--- src/rtl/bbpg_pkg.sv ---
// shared types, constants and the colour function for the background pixel generator
// no dependencies; imported by every module of the block
package bbpg_pkg;

    localparam int COORD_W = 8;
    localparam int CELL_W  = 4;
    localparam int ADDR_W  = 8;
    localparam int DEPTH   = 1 << ADDR_W;
    localparam int COLOR_W = 6;
    localparam int MODE_W  = 3;
    localparam int S_DATA_W = 32;
    localparam int M_DATA_W = 24;

    typedef enum logic [MODE_W-1:0] {
        MODE_QUERY = 3'd0,
        MODE_BOARD = 3'd1,
        MODE_COLX  = 3'd2,
        MODE_ROWY  = 3'd3,
        MODE_PAT   = 3'd4
    } mode_t;

    localparam logic [COLOR_W-1:0] COLOR_BLACK = 6'h20;
    localparam logic [COLOR_W-1:0] COLOR_BOARD = 6'h21;
    localparam logic [COLOR_W-1:0] COLOR_WHITE = 6'h22;
    localparam logic [COLOR_W-1:0] COLOR_STONE = 6'h2f;

    // pattern bit positions
    localparam int PAT_BOARD  = 0;
    localparam int PAT_FRAME  = 1;
    localparam int PAT_STONE  = 2;
    localparam int PAT_CURSOR = 3;

    // board cell bit positions
    localparam int CELL_STONE_BLK  = 0;
    localparam int CELL_STONE_WHT  = 1;
    localparam int CELL_CURSOR_BLK = 2;
    localparam int CELL_CURSOR_WHT = 3;

    // flip offsets and board origin
    localparam logic [COORD_W-1:0] FLIP_X   = 8'd6;    // 262 mod 256
    localparam logic [COORD_W-1:0] FLIP_Y   = 8'd254;
    localparam logic [COORD_W-1:0] COL_BASE = 8'd253;
    localparam logic [COORD_W-1:0] ROW_BASE = 8'd245;

    typedef struct packed {
        logic [COORD_W-1:0] pix_x;
        logic [COORD_W-1:0] pix_y;
        logic [ADDR_W-1:0]  address;
        logic [CELL_W-1:0]  wdata;
    } item_t;

    function automatic logic [COLOR_W-1:0] pixel_color(
        input logic              on,
        input logic [CELL_W-1:0] pat,
        input logic [CELL_W-1:0] cell_bits
    );
        logic [COLOR_W-1:0] c;
        c = COLOR_BLACK;
        if (on) begin
            if (pat[PAT_BOARD] && !pat[PAT_FRAME]) begin
                c = COLOR_BOARD;
            end
            if (pat[PAT_STONE]) begin
                if (cell_bits[CELL_STONE_BLK]) begin
                    c = COLOR_STONE;
                end else if (cell_bits[CELL_STONE_WHT]) begin
                    c = COLOR_WHITE;
                end
            end
            if (pat[PAT_CURSOR]) begin
                if (cell_bits[CELL_CURSOR_BLK]) begin
                    c = COLOR_STONE;
                end else if (cell_bits[CELL_CURSOR_WHT]) begin
                    c = COLOR_WHITE;
                end
            end
        end
        return c;
    endfunction

endpackage

--- src/rtl/bbpg_ram.sv ---
// 256 x 4 single-port table with registered read
// used for the column, row and pattern tables; uses bbpg_pkg
module bbpg_ram (
    input  logic                       aclk,
    input  logic                       en,
    input  logic                       we,
    input  logic [bbpg_pkg::ADDR_W-1:0] addr,
    input  logic [bbpg_pkg::CELL_W-1:0] wdata,
    output logic [bbpg_pkg::CELL_W-1:0] rdata
);
    import bbpg_pkg::*;

    logic [CELL_W-1:0] mem [DEPTH];
    logic [CELL_W-1:0] rdata_reg;

    always_ff @(posedge aclk) begin
        if (en) begin
            if (we) begin
                mem[addr] <= wdata;
            end else begin
                rdata_reg <= mem[addr];
            end
        end
    end

    assign rdata = rdata_reg;

endmodule

--- config.mk ---
export PLATFORM = sky130hd
export DESIGN_NAME = bbpg_ram
export DESIGN_NICKNAME = d
export VERILOG_FILES = /design/src/rtl/bbpg_pkg.sv /design/src/rtl/bbpg_ram.sv
export SDC_FILE = /design/constraint.sdc
export NUM_CORES = 1
export LEC_CHECK = 0
export BUFFER_PORTS_ARGS = -buffer_cell sky130_fd_sc_hd__buf_2
export CORE_MARGIN = 5
export CORE_UTILIZATION = 40
export DETAILED_ROUTE_END_ITERATION = 6
export PLACE_DENSITY_LB_ADDON = 0.08
export SYNTH_ARGS = -nofsm -noshare
export SYNTH_HDL_FRONTEND = slang
export SYNTH_SLANG_ARGS = --single-unit
--- constraint.sdc ---
create_clock -name aclk -period 6.8 [get_ports aclk]
set_input_delay 1.7 -clock aclk [delete_from_list [all_inputs] [get_ports aclk]]
set_output_delay 1.7 -clock aclk [all_outputs]
set_load 0.05 [all_outputs]
Word level (Yosys, flattened, before mapping)
Memory sizes are Yosys's and may differ from the RTL's. A register that Yosys moved wholly into a read port is not among the register bits.
Cells that the tools add are included.
{ "classes": {"bitwise": 1, "reduce_logical": 1, "n_mux": 3} }
{ "ops": {"columns": ["cell", "count"], "rows": [
  ["1-bit two-way mux", 3],
  ["2-bit AND reduction", 1],
  ["1-bit inverter", 1]
]} }
{ "word_totals": {"inputBits": 15, "mem_bits_rw": 1024, "output_inout_bits": 4, "word_cells": 6, "ff_bits": 0, "mem_count": 1} }
{ "mem_list": {"columns": ["memory", "depth", "word_bits", "read_ports", "rd_clocked_by_memory_dff", "wr", "line_no", "rtl"], "rows": [
  ["mem", 256, 4, 1, 1, 1, "bbpg_ram.sv:13", "logic [CELL_W-1:0] mem [DEPTH];"]
]} }

Longest topological paths before layout
{ "depth": {"word_depth": 3, "mapped_depth": 8} }

Worst setup path before layout
Ideal clock, no wire load.
{ "synth_path": {"path_type": "input-to-reg", "from": "input port addr[1] (netlist name)", "to": "register rdata_reg[0] (netlist: rdata[0]) (read register of mem), data pin", "t_arrival_ps": 3456, "cell_stages": 8, "setup_ps": 273, "path_slack_ps": 3071, "path_buffers": 3, "required_ps": 6527, "path_cell_list": "clkbuf_1 > buf_2 > clkbuf_1 > mux4_2 > a22oi_1 > a21oi_1 > o41ai_2 > nand4_1"} }
{ "synth_lines": {"columns": ["item", "line_no", "rtl"], "rows": [
  ["start: declaration", "bbpg_ram.sv:7", "input logic [bbpg_pkg::ADDR_W-1:0] addr,"],
  ["end: declaration", "bbpg_ram.sv:14", "logic [CELL_W-1:0] rdata_reg;"]
]} }

==> results.txt <==
Outcome = complete, no violations
Clk sinks = 1028
Fraction of layout cells with a size suffix above 1 = 23.5%
RePlAce Congestion = 0.759
Residual DRC count = 0
Cells on worst reg2reg path = 5
TritonCTS clock tree = done
Clock root cell = clkbuf_16
Final worst-path cycle share = 69.0%
Setup violators final = 0
Clk slew on worst S/H paths = 0.06 ns
Global-route total usage across every layer = 19.0%
WL/cell = 30.0 µm
Worst setup EP type = flip-flop
DIE AREA = 106000 µm²
Synth top cells by count = edfxtp_1, nor2_1, mux4_2
CTS Hold Buffers Added = 0
Port Buf Inserts = 18
Filler cell count = 8332
Detailed Place HPWL = 60300 µm
Mux contribution to synthesized area = 14.5%
Achievable Freq = 213 MHz
Leak = 13.6 nW
Post-cts resize count = 0
EDFF count, synth = 1028
YS warnings = 0
DR vias = 18971
Reg2reg start = mem[79][1]
Largest net degree at the start of global routing = 176
Share of the synthesized area in the top cell type = 77.2%
Setup WS pre-CTS = 1.31 ns
Relative slew slack = 15.9%
WP data arrival = 5.06 ns
Mapped Avg Cell Area = 20.6 µm²
H-tree depth = 3
Top-count cell post-synth = edfxtp_1
Synthesized cell area = 40000 µm²
FF-to-FF setup slack = 3.92 ns
Worst reg2reg endpoint = rdata[1]
Fraction of the mapped netlist area in compound gates = 3.63%
Global route overflow = 0
Post-Route Skew = 0.0210 ns
Largest family of logic cells by synthesized area = multiplexers
Critical path startpoint category = input port
WHS = 1.09 ns
Initial antenna violation count = 1
IR drop worst, VDD = 0.184 mV
Worst Max-Slew Pin Slew = 1.24 ns
Fin worst setup slack = 2.10 ns
Drt total wl = 101000 µm
Final Hold Viols = 0
Vias per cell = 5.63
Starting Density = 40.1%
Final setup TNS = 0 ns
RSZ-0062 raised after global routing = no
Worst hold start = mem[212][1]
Ys flop type = edfxtp_1
Hold path depth = 5
Post-Layout Inst Area = 45200 µm²
Global-route wire length before repair = 146000 µm
Vias in the first global route = 20141
Post-Synth Adder-Cell Area = 0%
DRT iter0 DRCs = 1578
Clk buf depth = 3
Simple-gate share of the synthesized area = 3.09%
CTS buffer count = 109
Fin nets = 2007
Critical path required time = 7.17 ns
Placed Instance Area = 41700 µm²
P&R area growth vs syn = 13.1%
Die W = 326 µm
Yosys top cell by area = edfxtp_1
DRT Pass-1 Iters = 5
Net Count, Synth = 1953
Synthesized flop and latch total = 1028
Area contributors post-synth = edfxtp_1, mux4_2, nor2_1
Synthesized instance count = 1938
Largest register FFs = 1024
Post-Synth XOR/XNOR Area = 0%
Ys async rst share = 0%
Core Footprint = 99700 µm²
Pwr Density = 296 nW/µm²
MaxCap Viol Count = 0
Critical path type = input port to flip-flop
Die H = 326 µm
Num ports = 19
Setup Fix Bufs, Post-CTS = 0
Worst Hold Class = flip-flop to flip-flop
Clk_lat worst skew = 0.66 ns
Post-synth cell types = 23
DRT antenna net count = 0
Slew Viols, Final = 0
End of the worst hold path = rdata[1]
FP Rows = 116
Sequential element share of the synthesized area = 77.2%
Fin crit period = 4.70 ns
Critical Path Fanout Max = 62
-- layer usage --
metal	global-route usage, %	share of wire, %	wire [µm]	vias to the layer above
met4	5.53	2.5	2510	0
met1	26.3	42	42700	10139
li1	-	-	-	8147
met3	3.26	5.5	5580	122
met2	31.4	50	50300	563
met5	0	0	0	-
-- placed cells by master (no fill, tap or decap), types with 13 or more instances in the layout --
| master | n |
|---|---|
| edfxtp_1 | 1028 |
| nor2_1 | 258 |
| buf_4 | 47 |
| clkbuf_1 | 21 |
| bufinv_16 | 13 |
| clkinv_2 | 17 |
| a21oi_1 | 64 |
| a22oi_1 | 128 |
| clkinv_1 | 24 |
| clkbuf_16 | 111 |
| mux4_2 | 253 |
| nand2_1 | 30 |
-- power breakdown --
group / switching, W / internal, W / leakage, nW
logic: 0.000378 / 0.000201 / 2.63
clock network: 0.00236 / 0.00345 / 1.69
registers: 0.00000350 / 0.00698 / 9.24
-- stage by stage --
stage | utilization (%) | total power [W] | instances
6_report | 45.3 | 0.0134 | 3372
4_1_cts | 45.3 | 0.0135 | 3371
5_1_grt | 45.3 | 0.0138 | 3371
3_3_place_gp | 41.8 | 0.00771 | 3179
2_1_floorplan | - | 0.00744 | 1938
3_5_place_dp | 41.8 | 0.00771 | 3179
-- critical path: stages --
cell and delay [ns]:
buf_8 0.57, buf_4 0.47, mux4_2 0.57, a22oi_1 0.28, a21oi_1 0.15, o41ai_1 1.01
nand4_1 0.19
-- cells by family after synthesis --
family                 Yosys count
muxes                          256
buffers and inverters          133
DFF                           1028
AOI/OAI and AO/OA              208
and+or+nand+nor                313
-- cell type report --
class	count	area, µm²	area share, %
sequential	1028	30900	68.3
multi-input combinational	777	8510	18.8
clock buffer	132	2860	6.32
tap	1298	1620	3.59
timing repair buffer	76	718	1.59
clock inverter	60	613	1.36
antenna	1	2.50	0.00554
-- how the worst max path moves through the flow --
| stage | startpoint | cells after the start | slack, ns | endpoint |
|---|---|---|---|---|
| 4_1_cts | addr[0] | 7 | 2.05 | rdata[1] |
| 2_1_floorplan | addr[1] | 8 | 3.07 | rdata[0] |
| 3_3_place_gp | addr[0] | 7 | 1.03 | rdata[2] |
| 3_5_place_dp | addr[0] | 7 | 1.31 | rdata[1] |
| 5_1_grt | addr[0] | 7 | 1.97 | rdata[1] |
| 6_report | addr[0] | 7 | 2.10 | rdata[1] |
Power figures use the tool's default switching activity.
