**config.mk**
```make
export PLATFORM = sky130hd
export DESIGN_NAME = bbpg_cdiv
export DESIGN_NICKNAME = d
export VERILOG_FILES = /design/src/rtl/bbpg_pkg.sv /design/src/rtl/bbpg_cdiv.sv
export SDC_FILE = /design/constraint.sdc
export NUM_CORES = 1
export LEC_CHECK = 0
export BUFFER_PORTS_ARGS = -buffer_cell sky130_fd_sc_hd__buf_4
export CAP_MARGIN = 0
export CORE_ASPECT_RATIO = 2
export CORE_MARGIN = 5
export CORE_UTILIZATION = 40
export DETAILED_ROUTE_END_ITERATION = 8
export SKIP_LAST_GASP = 1
export SLEW_MARGIN = 20
export SYNTH_ARGS = -nofsm -noshare
export SYNTH_HDL_FRONTEND = slang
export SYNTH_SLANG_ARGS = --single-unit
```
**constraint.sdc**
```tcl
create_clock -name aclk -period 5.44 [get_ports aclk]
set_input_delay 1.36 -clock aclk [delete_from_list [all_inputs] [get_ports aclk]]
set_output_delay 1.36 -clock aclk [all_outputs]
set_load 0.05 [all_outputs]
```
**src/rtl/bbpg_pkg.sv**
```systemverilog
// shared types, constants and the colour function for the background pixel generator
// no dependencies; imported by every module of the block
package bbpg_pkg;

    localparam int COORD_W = 8;
    localparam int CELL_W  = 4;
    localparam int ADDR_W  = 8;
    localparam int DEPTH   = 1 << ADDR_W;
    localparam int COLOR_W = 6;
    localparam int MODE_W  = 3;
    localparam int S_DATA_W = 32;
    localparam int M_DATA_W = 24;

    typedef enum logic [MODE_W-1:0] {
        MODE_QUERY = 3'd0,
        MODE_BOARD = 3'd1,
        MODE_COLX  = 3'd2,
        MODE_ROWY  = 3'd3,
        MODE_PAT   = 3'd4
    } mode_t;

    localparam logic [COLOR_W-1:0] COLOR_BLACK = 6'h20;
    localparam logic [COLOR_W-1:0] COLOR_BOARD = 6'h21;
    localparam logic [COLOR_W-1:0] COLOR_WHITE = 6'h22;
    localparam logic [COLOR_W-1:0] COLOR_STONE = 6'h2f;

    // pattern bit positions
    localparam int PAT_BOARD  = 0;
    localparam int PAT_FRAME  = 1;
    localparam int PAT_STONE  = 2;
    localparam int PAT_CURSOR = 3;

    // board cell bit positions
    localparam int CELL_STONE_BLK  = 0;
    localparam int CELL_STONE_WHT  = 1;
    localparam int CELL_CURSOR_BLK = 2;
    localparam int CELL_CURSOR_WHT = 3;

    // flip offsets and board origin
    localparam logic [COORD_W-1:0] FLIP_X   = 8'd6;    // 262 mod 256
    localparam logic [COORD_W-1:0] FLIP_Y   = 8'd254;
    localparam logic [COORD_W-1:0] COL_BASE = 8'd253;
    localparam logic [COORD_W-1:0] ROW_BASE = 8'd245;

    typedef struct packed {
        logic [COORD_W-1:0] pix_x;
        logic [COORD_W-1:0] pix_y;
        logic [ADDR_W-1:0]  address;
        logic [CELL_W-1:0]  wdata;
    } item_t;

    function automatic logic [COLOR_W-1:0] pixel_color(
        input logic              on,
        input logic [CELL_W-1:0] pat,
        input logic [CELL_W-1:0] cell_bits
    );
        logic [COLOR_W-1:0] c;
        c = COLOR_BLACK;
        if (on) begin
            if (pat[PAT_BOARD] && !pat[PAT_FRAME]) begin
                c = COLOR_BOARD;
            end
            if (pat[PAT_STONE]) begin
                if (cell_bits[CELL_STONE_BLK]) begin
                    c = COLOR_STONE;
                end else if (cell_bits[CELL_STONE_WHT]) begin
                    c = COLOR_WHITE;
                end
            end
            if (pat[PAT_CURSOR]) begin
                if (cell_bits[CELL_CURSOR_BLK]) begin
                    c = COLOR_STONE;
                end else if (cell_bits[CELL_CURSOR_WHT]) begin
                    c = COLOR_WHITE;
                end
            end
        end
        return c;
    endfunction

endpackage

```
**src/rtl/bbpg_cdiv.sv**
```systemverilog
// truncating division of (BASE - coordinate) by the cell pitch, result two's complement
// reciprocal multiply registered, then shift and sign; uses bbpg_pkg
module bbpg_cdiv #(
    parameter int PITCH = 14,
    parameter logic [7:0] BASE = 8'd253
) (
    input  logic                        aclk,
    input  logic                        en,
    input  logic [bbpg_pkg::COORD_W-1:0] coord,
    output logic [bbpg_pkg::COORD_W-1:0] quot
);
    import bbpg_pkg::*;

    // 2^SHIFT covers 255 * 31, so the rounded-up reciprocal is exact for 8-bit operands
    localparam int SHIFT   = 16;
    localparam int RECIP_W = SHIFT + 1;
    localparam int PROD_W  = COORD_W + RECIP_W;
    localparam logic [RECIP_W-1:0] RECIP = RECIP_W'(((1 << SHIFT) + PITCH - 1) / PITCH);

    logic               neg_next;
    logic [COORD_W-1:0] mag_next;
    logic               neg_reg;
    logic [PROD_W-1:0]  prod_reg;
    logic [COORD_W-1:0] q;

    always_comb begin
        if (coord <= BASE) begin
            neg_next = 1'b0;
            mag_next = BASE - coord;
        end else begin
            neg_next = 1'b1;
            mag_next = coord - BASE;
        end
    end

    always_ff @(posedge aclk) begin
        if (en) begin
            neg_reg  <= neg_next;
            prod_reg <= PROD_W'(mag_next) * PROD_W'(RECIP);
        end
    end

    assign q    = prod_reg[SHIFT +: COORD_W];
    assign quot = neg_reg ? COORD_W'(-q) : q;

endmodule

```
== Word-level counts from Yosys, hierarchy flattened ==
Index checks and enable logic that the tools add are counted.

* Output and inout port bits: 8
* Word-level logic and storage cells: 10
* Flip-flop bits (word level): 21

* Muxes and demuxes: 3
* $mul: 1
* Order comparisons: 1
* Add/subtract/negate cells: 3

{| class="wikitable"
|+ Operator list
! cell !! number
|-
| multiplier 8 x 12 -> 20 bit (second input constant) || 1
|-
| 2-to-1 mux 8 bit || 2
|-
| <= comparator 8 bit (second input constant) || 1
|-
| negation 5 -> 8 bit || 1
|-
| subtractor 8 bit (first input constant) || 1
|-
| subtractor 8 bit (second input constant) || 1
|-
| 2-to-1 mux 1 bit || 1
|}

== Logic depth before layout (Yosys ltp) ==
Gate-level depths: netlist (run 1).

* Word-level depth: 3
* Mapped depth: 20
* Mapped depth without buffers: 20

== Least setup slack after synthesis (run 1) ==
OpenSTA, ideal clock, no wires.

* Path type: in2reg
* Start: input coord[1] (netlist name)
* End: register prod_reg[20], data pin
* Stages on the path: 19
* Data required time: 5.186 ns
* Setup time: 0.254 ns
* Buffers on the path: 0
* Arrival time: 4.988 ns
* Path slack: 0.198 ns
* Cells stage by stage: inv_1 ha_1 and4bb_2 nand2_1 nand4_1 nand2_1 xnor2_1 ha_1 inv_1 fa_1 fa_1 inv_1 ha_1 ha_1 a2111oi_0 a211oi_1 o311ai_1 nand2_1 a21o_1

* Word-level cells in the longest chain between the ends: 3

{| class="wikitable"
|+ RTL lines
! what !! line !! text
|-
| from (decl) || bbpg_cdiv.sv:9 || <nowiki>input logic [bbpg_pkg::COORD_W-1:0] coord,</nowiki>
|-
| subtractor 8 bit, or another cell as far along || bbpg_cdiv.sv:32 || <nowiki>mag_next = coord - BASE;</nowiki>
|-
| 2-to-1 mux 8 bit (*) || bbpg_cdiv.sv:27 || <nowiki>if (coord <= BASE) begin</nowiki>
|-
| multiplier 8 x 12 -> 20 bit (*) || bbpg_cdiv.sv:39 || <nowiki>prod_reg <= PROD_W'(mag_next) * PROD_W'(RECIP);</nowiki>
|-
| to (signal assigned) || bbpg_cdiv.sv:39 ||
|-
| to (decl) || bbpg_cdiv.sv:23 || <nowiki>logic [PROD_W-1:0] prod_reg;</nowiki>
|}

Every way passes the cells marked *; elsewhere a longest branch is shown, timed or not.
A chain may end at the register's enable or synchronous reset.

== Worst setup path after layout (run 1) ==
* Start: input coord[0] (netlist name)
* End: register prod_reg[18], data pin

The elaborated chain is that of the path after synthesis.

==> out/metrics.yaml, run 1 <==
run_status:
  status: "completed"
clock_network:
  cts_hold_buf: 0
  numCtsBuffers: 3
  cts_tree: "done"
  cts_sinks: 6
  htree_levels: 1
  path_clk_slew_ps: 40
  clk_path_buf_depth: 2
  cts-root-buf: "clkbuf_8"
pwr:
  p_int_uw: 288
  p_comb_frac: 0.750
  p_per_area_nw_per_um2: 298
  clock_power_share: 0.114
  p_sw_frac: 0.497
  power_leakage_uw: 0.000999
  switchingPower_uw: 284
  p_seq_frac: 0.136
  vdd_ir_drop_max_mv: 0.147
sta:
  worst_pin_slew_ps: 381
  hold_violations: 0
  finalWorstSetupSlack_ps: 197
  tns_ps: 0
  timing.fmax_mhz: 191
  finalSetupViolCount: 0
  max_slew_margin: 0.746
  period_minus_slack_ps: 5240
  finalCritPeriodShare: 0.964
  finalMaxSlewViolations: 0
logic_synthesis:
  ys_seq_elements: 6
  synth-edff-count: 6
  synthArstFlopShare: 0
  ys_top_cells_by_area: "ha_1 39%, edfxtp_1 12%, fa_1 9.2%"
  synth_fp_nets: 234
  synthCells: 170
  synth-warning-count: 0
  synth_cell_types: 32
  ys_seq_area_frac: 0.118
  avgSynthCellArea_um2: 8.95
  yosysTopAreaCellShare: 0.387
  synth.largest_area_cell: "ha_1"
  syn-cell-area_um2: 1520
  synthFlopType: "edfxtp_1"
global_route:
  grt_pass1_wl_mm: 6.07
  grt_pass1_vias: 1462
  antenna_found_initial: 0
  grt_use_total: 0.152
  grt.overflow.total: 0
  grt_max_degree: 7
layout:
  fin_nets: 267
  drive_gt1_frac: 0.254
  final_core_util: 0.526
  final_common_cell: "ha_1"
  syn_to_final_growth_pct: 26.1
  largest_register_ffs: 5
  layout_common_cells: "45 x ha_1, 30 x inv_1, 30 x buf_4"
  fillers: 355
  register_area_um2: 180
  stdcell_count: 250
  finalInstanceArea_um2: 1920
  multi_input_area_um2: 1300
  diodes: 0
worst_setup_path:
  endpoint_kind: "register"
  cp_data_arrival_time_ps: 5200
  worstPathRequired_ps: 5400
  path_cells: "buf_4, inv_1, ha_1, and4bb_2, nand2_2, nand4_1, nand2_1, xnor2_2, ha_2, inv_1, fa_1, fa_1, inv_1, ha_1, ha_4, o21ai_0, a21oi_1, nand4_1, o221ai_2, xor2_1"
  critPathLaunchType: "primary input"
  max_stage_delay_ps: 520
  critPathTopFamily: "adder cells"
  crit_buf_inv: 4
  cp_max_fo: 3
  critical_path_class: "in2reg"
  cpMaxStageDelayCell: "fa_1"
  path_common_cell: "inv_1"
run:
  maxCapViolations: 0
worst_hold_path:
  hold_path.class: "in2reg"
placed_design:
  dp_cells: 246
  dpl_worst_slack_ps: -168
  gp_congestion: 0.888
  portBuffers: 17
  hpwl_mm: 3.28
  placed_area_um2: 1790
routing:
  drc_errors: 0
  firstDrtPassIters: 6
  drt_iter0_drc: 34
  final_antenna_net_count: 0
  vias: 1344
  drt-total-wl_mm: 3.72
  drt-wirelength-per-cell_um: 14.9
  vias_per_cell: 5.38
floorplanning:
  num_rows: 31
  die_h_um: 97.2
  num_io_pins: 18
  core_area_um2: 3650
  die_area_um2: 5210
  start_util: 0.417
  die_w_um: 53.6
==> power by group through the flow <==
stage | clock network [µW] | registers (µW) | logic, µW
final | 64.9 | 77.9 | 429
after global placement | 0 | 78.2 | 374
after detailed placement | 0 | 78.6 | 394
after global routing | 67.1 | 79.6 | 478
after CTS | 66.2 | 78.1 | 397
after floorplan | 0 | 75.0 | 284
==> timing repair <==
| action | in CTS | in global routing |
|---|---|---|
| resized for setup | 0 | 17 |
| buffers inserted | 0 | 1 |
| setup endpoints to repair | 0 | 5 |
==> per-stage QoR <==
step | power (µW) | hold WS [ps]
2_1_floorplan | 359 | 1470
3_3_place_gp | 452 | 1630
3_5_place_dp | 472 | 1630
4_1_cts | 541 | 1400
5_1_grt | 625 | 1410
6_report | 572 | 1410
==> area by class of cell <==
| class | instances | share of cell area |
|---|---|---|
| Inverter | 30 | 0.0587 |
| Tap cell | 49 | 0.0320 |
| Timing Repair Buffer | 30 | 0.117 |
| Multi-Input combinational cell | 132 | 0.676 |
| Sequential cell | 6 | 0.0939 |
| Clock buffer | 3 | 0.0215 |
==> synthesized netlist by cell type, types with 2 or more instances <==
cell,count
xnor2_1,7
inv_1,30
nand2_1,17
nor2_1,2
fa_1,7
nand3_1,2
xor2_1,5
nor3_1,2
edfxtp_1,6
nand2b_1,3
a21oi_1,10
o21ai_0,6
o221ai_1,2
nand3b_1,2
o31ai_1,2
a31oi_1,2
nand4_1,4
ha_1,47
==> cell families (layout without fill, tap and decap cells) <==
family,after synthesis,in the layout,synth area share
xor+xnor,12,12,0.0691
compound gates,28,28,0.118
flops,6,6,0.118
mux,1,1,0.00658
simple gates,37,37,0.128
fa+ha+maj,54,54,0.479
buf+inv,32,63,0.0814
==> routing by layer <==
metal | global-route usage | part of all wire | wire, µm
met1 | 0.146 | 0.34 | 1250
met2 | 0.289 | 0.59 | 2210
met3 | 0.00461 | 0.027 | 99
met4 | 0.0906 | 0.044 | 164
met5 | 0 | 0 | 0
==> path summary, 6_finish.rpt <==
kind	startpoint	end	slack, ps	cells after the start
min	en	prod_reg[18]	1410	1
max	coord[0]	prod_reg[18]	200	20
(Power assumes the default switching activity.)
==> run 2: changes to the inputs <==
--- a/config.mk
+++ b/config.mk
@@ -7,10 +7,11 @@
 export LEC_CHECK = 0
 export BUFFER_PORTS_ARGS = -buffer_cell sky130_fd_sc_hd__buf_4
 export CAP_MARGIN = 0
-export CORE_ASPECT_RATIO = 2
+export CORE_ASPECT_RATIO = 0.7
 export CORE_MARGIN = 5
 export CORE_UTILIZATION = 40
 export DETAILED_ROUTE_END_ITERATION = 8
+export MAX_ROUTING_LAYER = met4
 export SKIP_LAST_GASP = 1
 export SLEW_MARGIN = 20
 export SYNTH_ARGS = -nofsm -noshare
==> out/metrics.yaml, run 2 (same netlist as run 1, synthesis figures left out) <==
routing:
  firstDrtPassIters: 4  # was 6
  drt-total-wl_mm: 3.41  # was 3.72 mm
  vias_per_cell: 5.11  # was 5.38
  vias: 1273  # was 1344
  drt-wirelength-per-cell_um: 13.7  # was 14.9 µm
  drt_iter0_drc: 40  # was 34
  drc_errors: 0  # unchanged
  final_antenna_net_count: 0  # unchanged
clock_network:
  path_clk_slew_ps: 30  # was 40 ps
  cts_sinks: 6  # unchanged
  numCtsBuffers: 3  # unchanged
  cts_tree: "done"  # unchanged
  clk_path_buf_depth: 2  # unchanged
  htree_levels: 1  # unchanged
  cts-root-buf: "clkbuf_8"  # unchanged
worst_setup_path:
  path_cells: "buf_4, inv_1, ha_1, and4bb_2, nand2_2, nand4_1, o21ai_2, xnor2_2, buf_4, buf_4, ha_1, fa_1, ha_1, ha_1, a21oi_1, o21ai_0, a221oi_2, nand2_1, a21o_1"  # was buf_4, inv_1, ha_1, and4bb_2, nand2_2, nand4_1, nand2_1, xnor2_2, ha_2, inv_1, fa_1, fa_1, inv_1, ha_1, ha_4, o21ai_0, a21oi_1, nand4_1, o221ai_2, xor2_1
  worstPathRequired_ps: 5410  # was 5400 ps
  endpoint_kind: "register"  # unchanged
  critical_path_class: "in2reg"  # unchanged
  critPathLaunchType: "primary input"  # unchanged
  max_stage_delay_ps: 520  # about the same
  crit_buf_inv: 4  # unchanged
  path_depth: 19  # was 20
  path_common_cell: "ha_1"  # was inv_1
  cpMaxStageDelayCell: "fa_1"  # unchanged
  critPathTopFamily: "adder cells"  # unchanged
  cp_data_arrival_time_ps: 5280  # was 5200 ps
  cp_max_fo: 5  # was 3
worst_hold_path:
  worstHoldPathCells: 1  # unchanged
  hold_path.class: "in2reg"  # unchanged
global_route:
  grt.overflow.total: 0  # unchanged
  grt_use_total: 0.140  # was 0.152
  grt_pass1_vias: 1260  # was 1462
  grt_pass1_wl_mm: 5.62  # was 6.07 mm
  antenna_found_initial: 0  # unchanged
  grt_max_degree: 7  # unchanged
layout:
  final_core_util: 0.524  # was 0.526
  syn_to_final_growth_pct: 24.1  # was 26.1%
  drive_gt1_frac: 0.231  # was 0.254
  largest_register_ffs: 5  # unchanged
  fin_nets: 265  # was 267
  diodes: 0  # unchanged
  layout_common_cells: "45 x ha_1, 29 x inv_1, 28 x buf_4"  # was 45 x ha_1, 30 x inv_1, 30 x buf_4
  final_common_cell: "ha_1"  # unchanged
  fillers: 334  # was 355
sta:
  max_slew_margin: 0.688  # was 0.746
  worst_pin_slew_ps: 463  # was 381 ps
  finalCritPeriodShare: 0.977  # was 0.964
  finalSetupViolCount: 0  # unchanged
  hold_violations: 0  # unchanged
  finalWorstSetupSlack_ps: 126  # was 197 ps
  finalMaxSlewViolations: 0  # unchanged
  tns_ps: 0  # unchanged
  period_minus_slack_ps: 5310  # was 5240 ps
  timing.fmax_mhz: 188  # was 191 MHz
  whs_ps: 1410  # about the same
floorplanning:
  die_area_um2: 5160  # was 5210 µm²
  core_area_um2: 3600  # was 3650 µm²
  die_h_um: 61.6  # was 97.2 µm
  start_util: 0.422  # was 0.417
  num_rows: 18  # was 31
  num_io_pins: 18  # unchanged
  die_w_um: 83.7  # was 53.6 µm
pwr:
  vdd_ir_drop_max_mv: 0.167  # was 0.147 mV
  power_uw: 553  # was 572 µW
  power_leakage_uw: 0.000996  # was 0.000999 µW
  p_per_area_nw_per_um2: 293  # was 298 nW/µm²
placed_design:
  hpwl_mm: 2.93  # was 3.28 mm
  portBuffers: 17  # unchanged
  gp_congestion: 0.897  # was 0.888
  dpl_worst_slack_ps: -165  # was -168 ps
run_status:
  status: "completed"  # unchanged
run:
  maxCapViolations: 0  # unchanged
run 2: cell count changes in the layout (fill, tap and decap cells not counted), sizes merged:
cell	change
buf	-2
run 2: worst paths after layout:
check                 startpoint            to
worst max-delay path    coord[1]  prod_reg[20]
worst min-delay path          en  prod_reg[20]
run 2: routing by layer:
metal,vias to the layer above,wire [µm],global-route usage
li1,655,-,-
met1,584,1730,0.186
met2,34,1480,0.221
met3,0,199,0.0374
met4,0,0,0.0206
met5,-,0,-
run 2: repair_timing:
item | in CTS | in global routing
hold buffers | 0 | 0
resized for setup | 0 | 14
setup endpoints to repair | 0 | 5
buffers inserted | 0 | 1
run 2: power by group:
part | total [µW] | internal (µW) | switching, µW
Combinational | 412 | 167 | 245
Clock | 63.8 | 47.3 | 16.5
Sequential | 76.9 | 67.8 | 9.08
Total | 553 | 282 | 271
run 2: cell type report:
class | count | area, µm² | share of cell area
multi-input combinational | 132 | 1280 | 0.679
timing repair buffer | 28 | 210 | 0.111
sequential | 6 | 180 | 0.0954
inverter | 30 | 113 | 0.0596
tap | 50 | 62.6 | 0.0331
clock buffer | 3 | 41.3 | 0.0219
run 2: through the flow:
step,instance area (µm²),cells
global placement,1780,245
global route,1890,249
floorplan,1520,170
detailed placement,1780,245
CTS,1820,248
finish,1890,249
==> run 3: changes to the inputs <==
--- a/config.mk
+++ b/config.mk
@@ -5,6 +5,7 @@
 export SDC_FILE = /design/constraint.sdc
 export NUM_CORES = 1
 export LEC_CHECK = 0
+export ABC_AREA = 1
 export BUFFER_PORTS_ARGS = -buffer_cell sky130_fd_sc_hd__buf_4
 export CAP_MARGIN = 0
 export CORE_ASPECT_RATIO = 0.7
==> out/metrics.yaml, run 3 <==
layout:
  syn_to_final_growth_pct: 13.5  # was 24.1%
  largest_register_ffs: 5  # unchanged
  finalInstanceArea_um2: 1970  # was 1890 µm²
  diodes: 0  # unchanged
  drive_gt1_frac: 0.127  # was 0.231
  layout_common_cells: "53 x nand2_1, 48 x inv_1, 47 x ha_1"  # was 45 x ha_1, 29 x inv_1, 28 x buf_4
  stdcell_count: 314  # was 249
  fillers: 428  # was 334
  final_common_cell: "nand2_1"  # was ha_1
  fin_nets: 325  # was 265
sta:
  finalMaxSlewViolations: 0  # unchanged
  finalSetupViolCount: 0  # unchanged
  worst_pin_slew_ps: 490  # was 463 ps
  finalCritPeriodShare: 0.936  # was 0.977
  grt_setup_unrepaired: "no"
  timing.fmax_mhz: 196  # was 188 MHz
  tns_ps: 0  # unchanged
  hold_violations: 0  # unchanged
  whs_ps: 1390  # was 1410 ps
  max_slew_margin: 0.671  # was 0.688
  period_minus_slack_ps: 5090  # was 5310 ps
logic_synthesis:
  ys_top_cells_by_area: "ha_1 34%, nand2_1 11%, edfxtp_1 10%"  # was ha_1 39%, edfxtp_1 12%, fa_1 9.2%
  synthCells: 240  # was 170
  synth-edff-count: 6  # unchanged
  synth.largest_area_cell: "ha_1"  # unchanged
  synthFlopType: "edfxtp_1"  # unchanged
  synth_cell_types: 30  # was 32
  synth.most_common_cell: "nand2_1"  # was ha_1
  synthArstFlopShare: 0  # unchanged
  synth-warning-count: 0  # unchanged
  ys_seq_area_frac: 0.104  # was 0.118
  yosysTopAreaCellShare: 0.338  # was 0.387
  avgSynthCellArea_um2: 7.24  # was 8.95 µm²
  synth_common_cells: "53 x nand2_1, 48 x inv_1, 47 x ha_1"  # was 47 x ha_1, 30 x inv_1, 17 x nand2_1
  syn-cell-area_um2: 1740  # was 1520 µm²
  synth_fp_nets: 304  # was 234
  ys_seq_elements: 6  # unchanged
pwr:
  power_uw: 568  # was 553 µW
  p_per_area_nw_per_um2: 288  # was 293 nW/µm²
  vdd_ir_drop_max_mv: 0.189  # was 0.167 mV
  power_leakage_uw: 0.00115  # was 0.000996 µW
worst_setup_path:
  critPathLaunchType: "primary input"  # unchanged
  critical_path_class: "in2reg"  # unchanged
  endpoint_kind: "register"  # unchanged
  max_stage_delay_ps: 510  # was 520 ps
  path_cells: "buf_4, inv_1, ha_1, inv_1, nand2_1, nor2_2, nand2_4, nand2_2, nand2_1, xnor2_1, inv_1, fa_1, fa_1, inv_1, ha_1, ha_1, a21oi_1, o21bai_1, nor2_1, nand2_1, nand3_1, nand2_1"  # was buf_4, inv_1, ha_1, and4bb_2, nand2_2, nand4_1, o21ai_2, xnor2_2, buf_4, buf_4, ha_1, fa_1, ha_1, ha_1, a21oi_1, o21ai_0, a221oi_2, nand2_1, a21o_1
  cp_max_fo: 6  # was 5
  worstPathRequired_ps: 5420  # was 5410 ps
  cpMaxStageDelayCell: "fa_1"  # unchanged
  cp_data_arrival_time_ps: 5070  # was 5280 ps
floorplanning:
  core_area_um2: 4280  # was 3600 µm²
  die_area_um2: 5780  # was 5160 µm²
  num_io_pins: 18  # unchanged
  die_h_um: 65.2  # was 61.6 µm
  num_rows: 20  # was 18
  start_util: 0.406  # was 0.422
  die_w_um: 88.8  # was 83.7 µm
run:
  maxCapViolations: 0  # unchanged
placed_design:
  dp_cells: 311  # was 245
  placed_area_um2: 1930  # was 1780 µm²
  hpwl_mm: 3.17  # was 2.93 mm
  portBuffers: 17  # unchanged
  gp_congestion: 0.906  # was 0.897
routing:
  final_antenna_net_count: 0  # unchanged
  drt-wirelength-per-cell_um: 11.4  # was 13.7 µm
  drt-total-wl_mm: 3.57  # was 3.41 mm
  drc_errors: 0  # unchanged
  vias_per_cell: 4.86  # was 5.11
  drt_iter0_drc: 55  # was 40
  firstDrtPassIters: 4  # unchanged
  vias: 1526  # was 1273
clock_network:
  cts_sinks: 6  # unchanged
  cts_tree: "done"  # unchanged
  cts_hold_buf: 0  # unchanged
  post_cts_buffers: 0  # unchanged
  htree_levels: 1  # unchanged
  clk_path_buf_depth: 2  # unchanged
  cts-root-buf: "clkbuf_8"  # unchanged
  numCtsBuffers: 3  # unchanged
  path_clk_slew_ps: 40  # was 30 ps
  cts_resized: 0  # unchanged
run_status:
  status: "completed"  # unchanged
global_route:
  grt_pass1_wl_mm: 6.24  # was 5.62 mm
  grt_max_degree: 8  # was 7
  antenna_found_initial: 0  # unchanged
  grt.overflow.total: 0  # unchanged
  grt_pass1_vias: 1372  # was 1260
  grt_use_total: 0.139  # was 0.140
worst_hold_path:
  hold_path.class: "in2reg"  # unchanged
==> run 3: cell count changes after synthesis, sizes merged, moves of 5 or more <==
cell	before	now
inv	30	48
nand2	17	58
nand3	2	12
nor2	2	22
xnor2	7	2
==> run 3: path summary, 6_finish.rpt <==
path                  startpoint  depth (start not counted)            to
worst max-delay path    coord[0]                         22  prod_reg[16]
worst min-delay path          en                          1  prod_reg[18]
==> run 3: power breakdown <==
part	leakage, µW	switching [µW]	internal [µW]
clock	0.0000216	19.2	47.5
sequential	0.0000581	5.51	65.3
combinational	0.00107	274	156
total	0.00115	299	269
==> run 3: through the flow <==
step | utilization | setup slack [ps]
6_report | 0.461 | 347
5_1_grt | 0.461 | 37.2
4_1_cts | 0.461 | 310
3_5_place_dp | 0.451 | 86.5
3_3_place_gp | 0.451 | 142
2_1_floorplan | - | 564
==> run 3: critical path, delay by kind of cell <==
family | cells | cell delay [ps]
AOI/OAI and AO/OA | 2 | 280
xor gates and xnor gates | 1 | 410
and+or+nand+nor | 9 | 740
adders and majority gates | 5 | 1820
buffers and inverters | 5 | 450
==> run 3: routing by layer <==
metal,track usage,vias to the layer above,part of all wire
met4,0.0226,0,0.0036
met5,-,-,0
li1,-,808,-
met2,0.179,35,0.38
met1,0.228,681,0.57
met3,0.0163,2,0.046
==> run 3: cells by family after synthesis <==
family                     Yosys count  share of synthesized area
and+or+nand+nor                    101                      0.256
adders and majority gates           54                      0.419
buffers and inverters               51                      0.113
AOI/OAI and AO/OA                   21                     0.0727
xor gates and xnor gates             7                     0.0353
DFF                                  6                      0.104
==> run 3: layout make-up <==
cell class	count	area, µm²	share of cell area
clock buffers	3	41.3	0.0209
inverters	49	185	0.0939
multi-input cells	183	1360	0.690
flip-flops and latches	6	180	0.0914
well taps	55	68.8	0.0349
repair buffers	18	135	0.0685
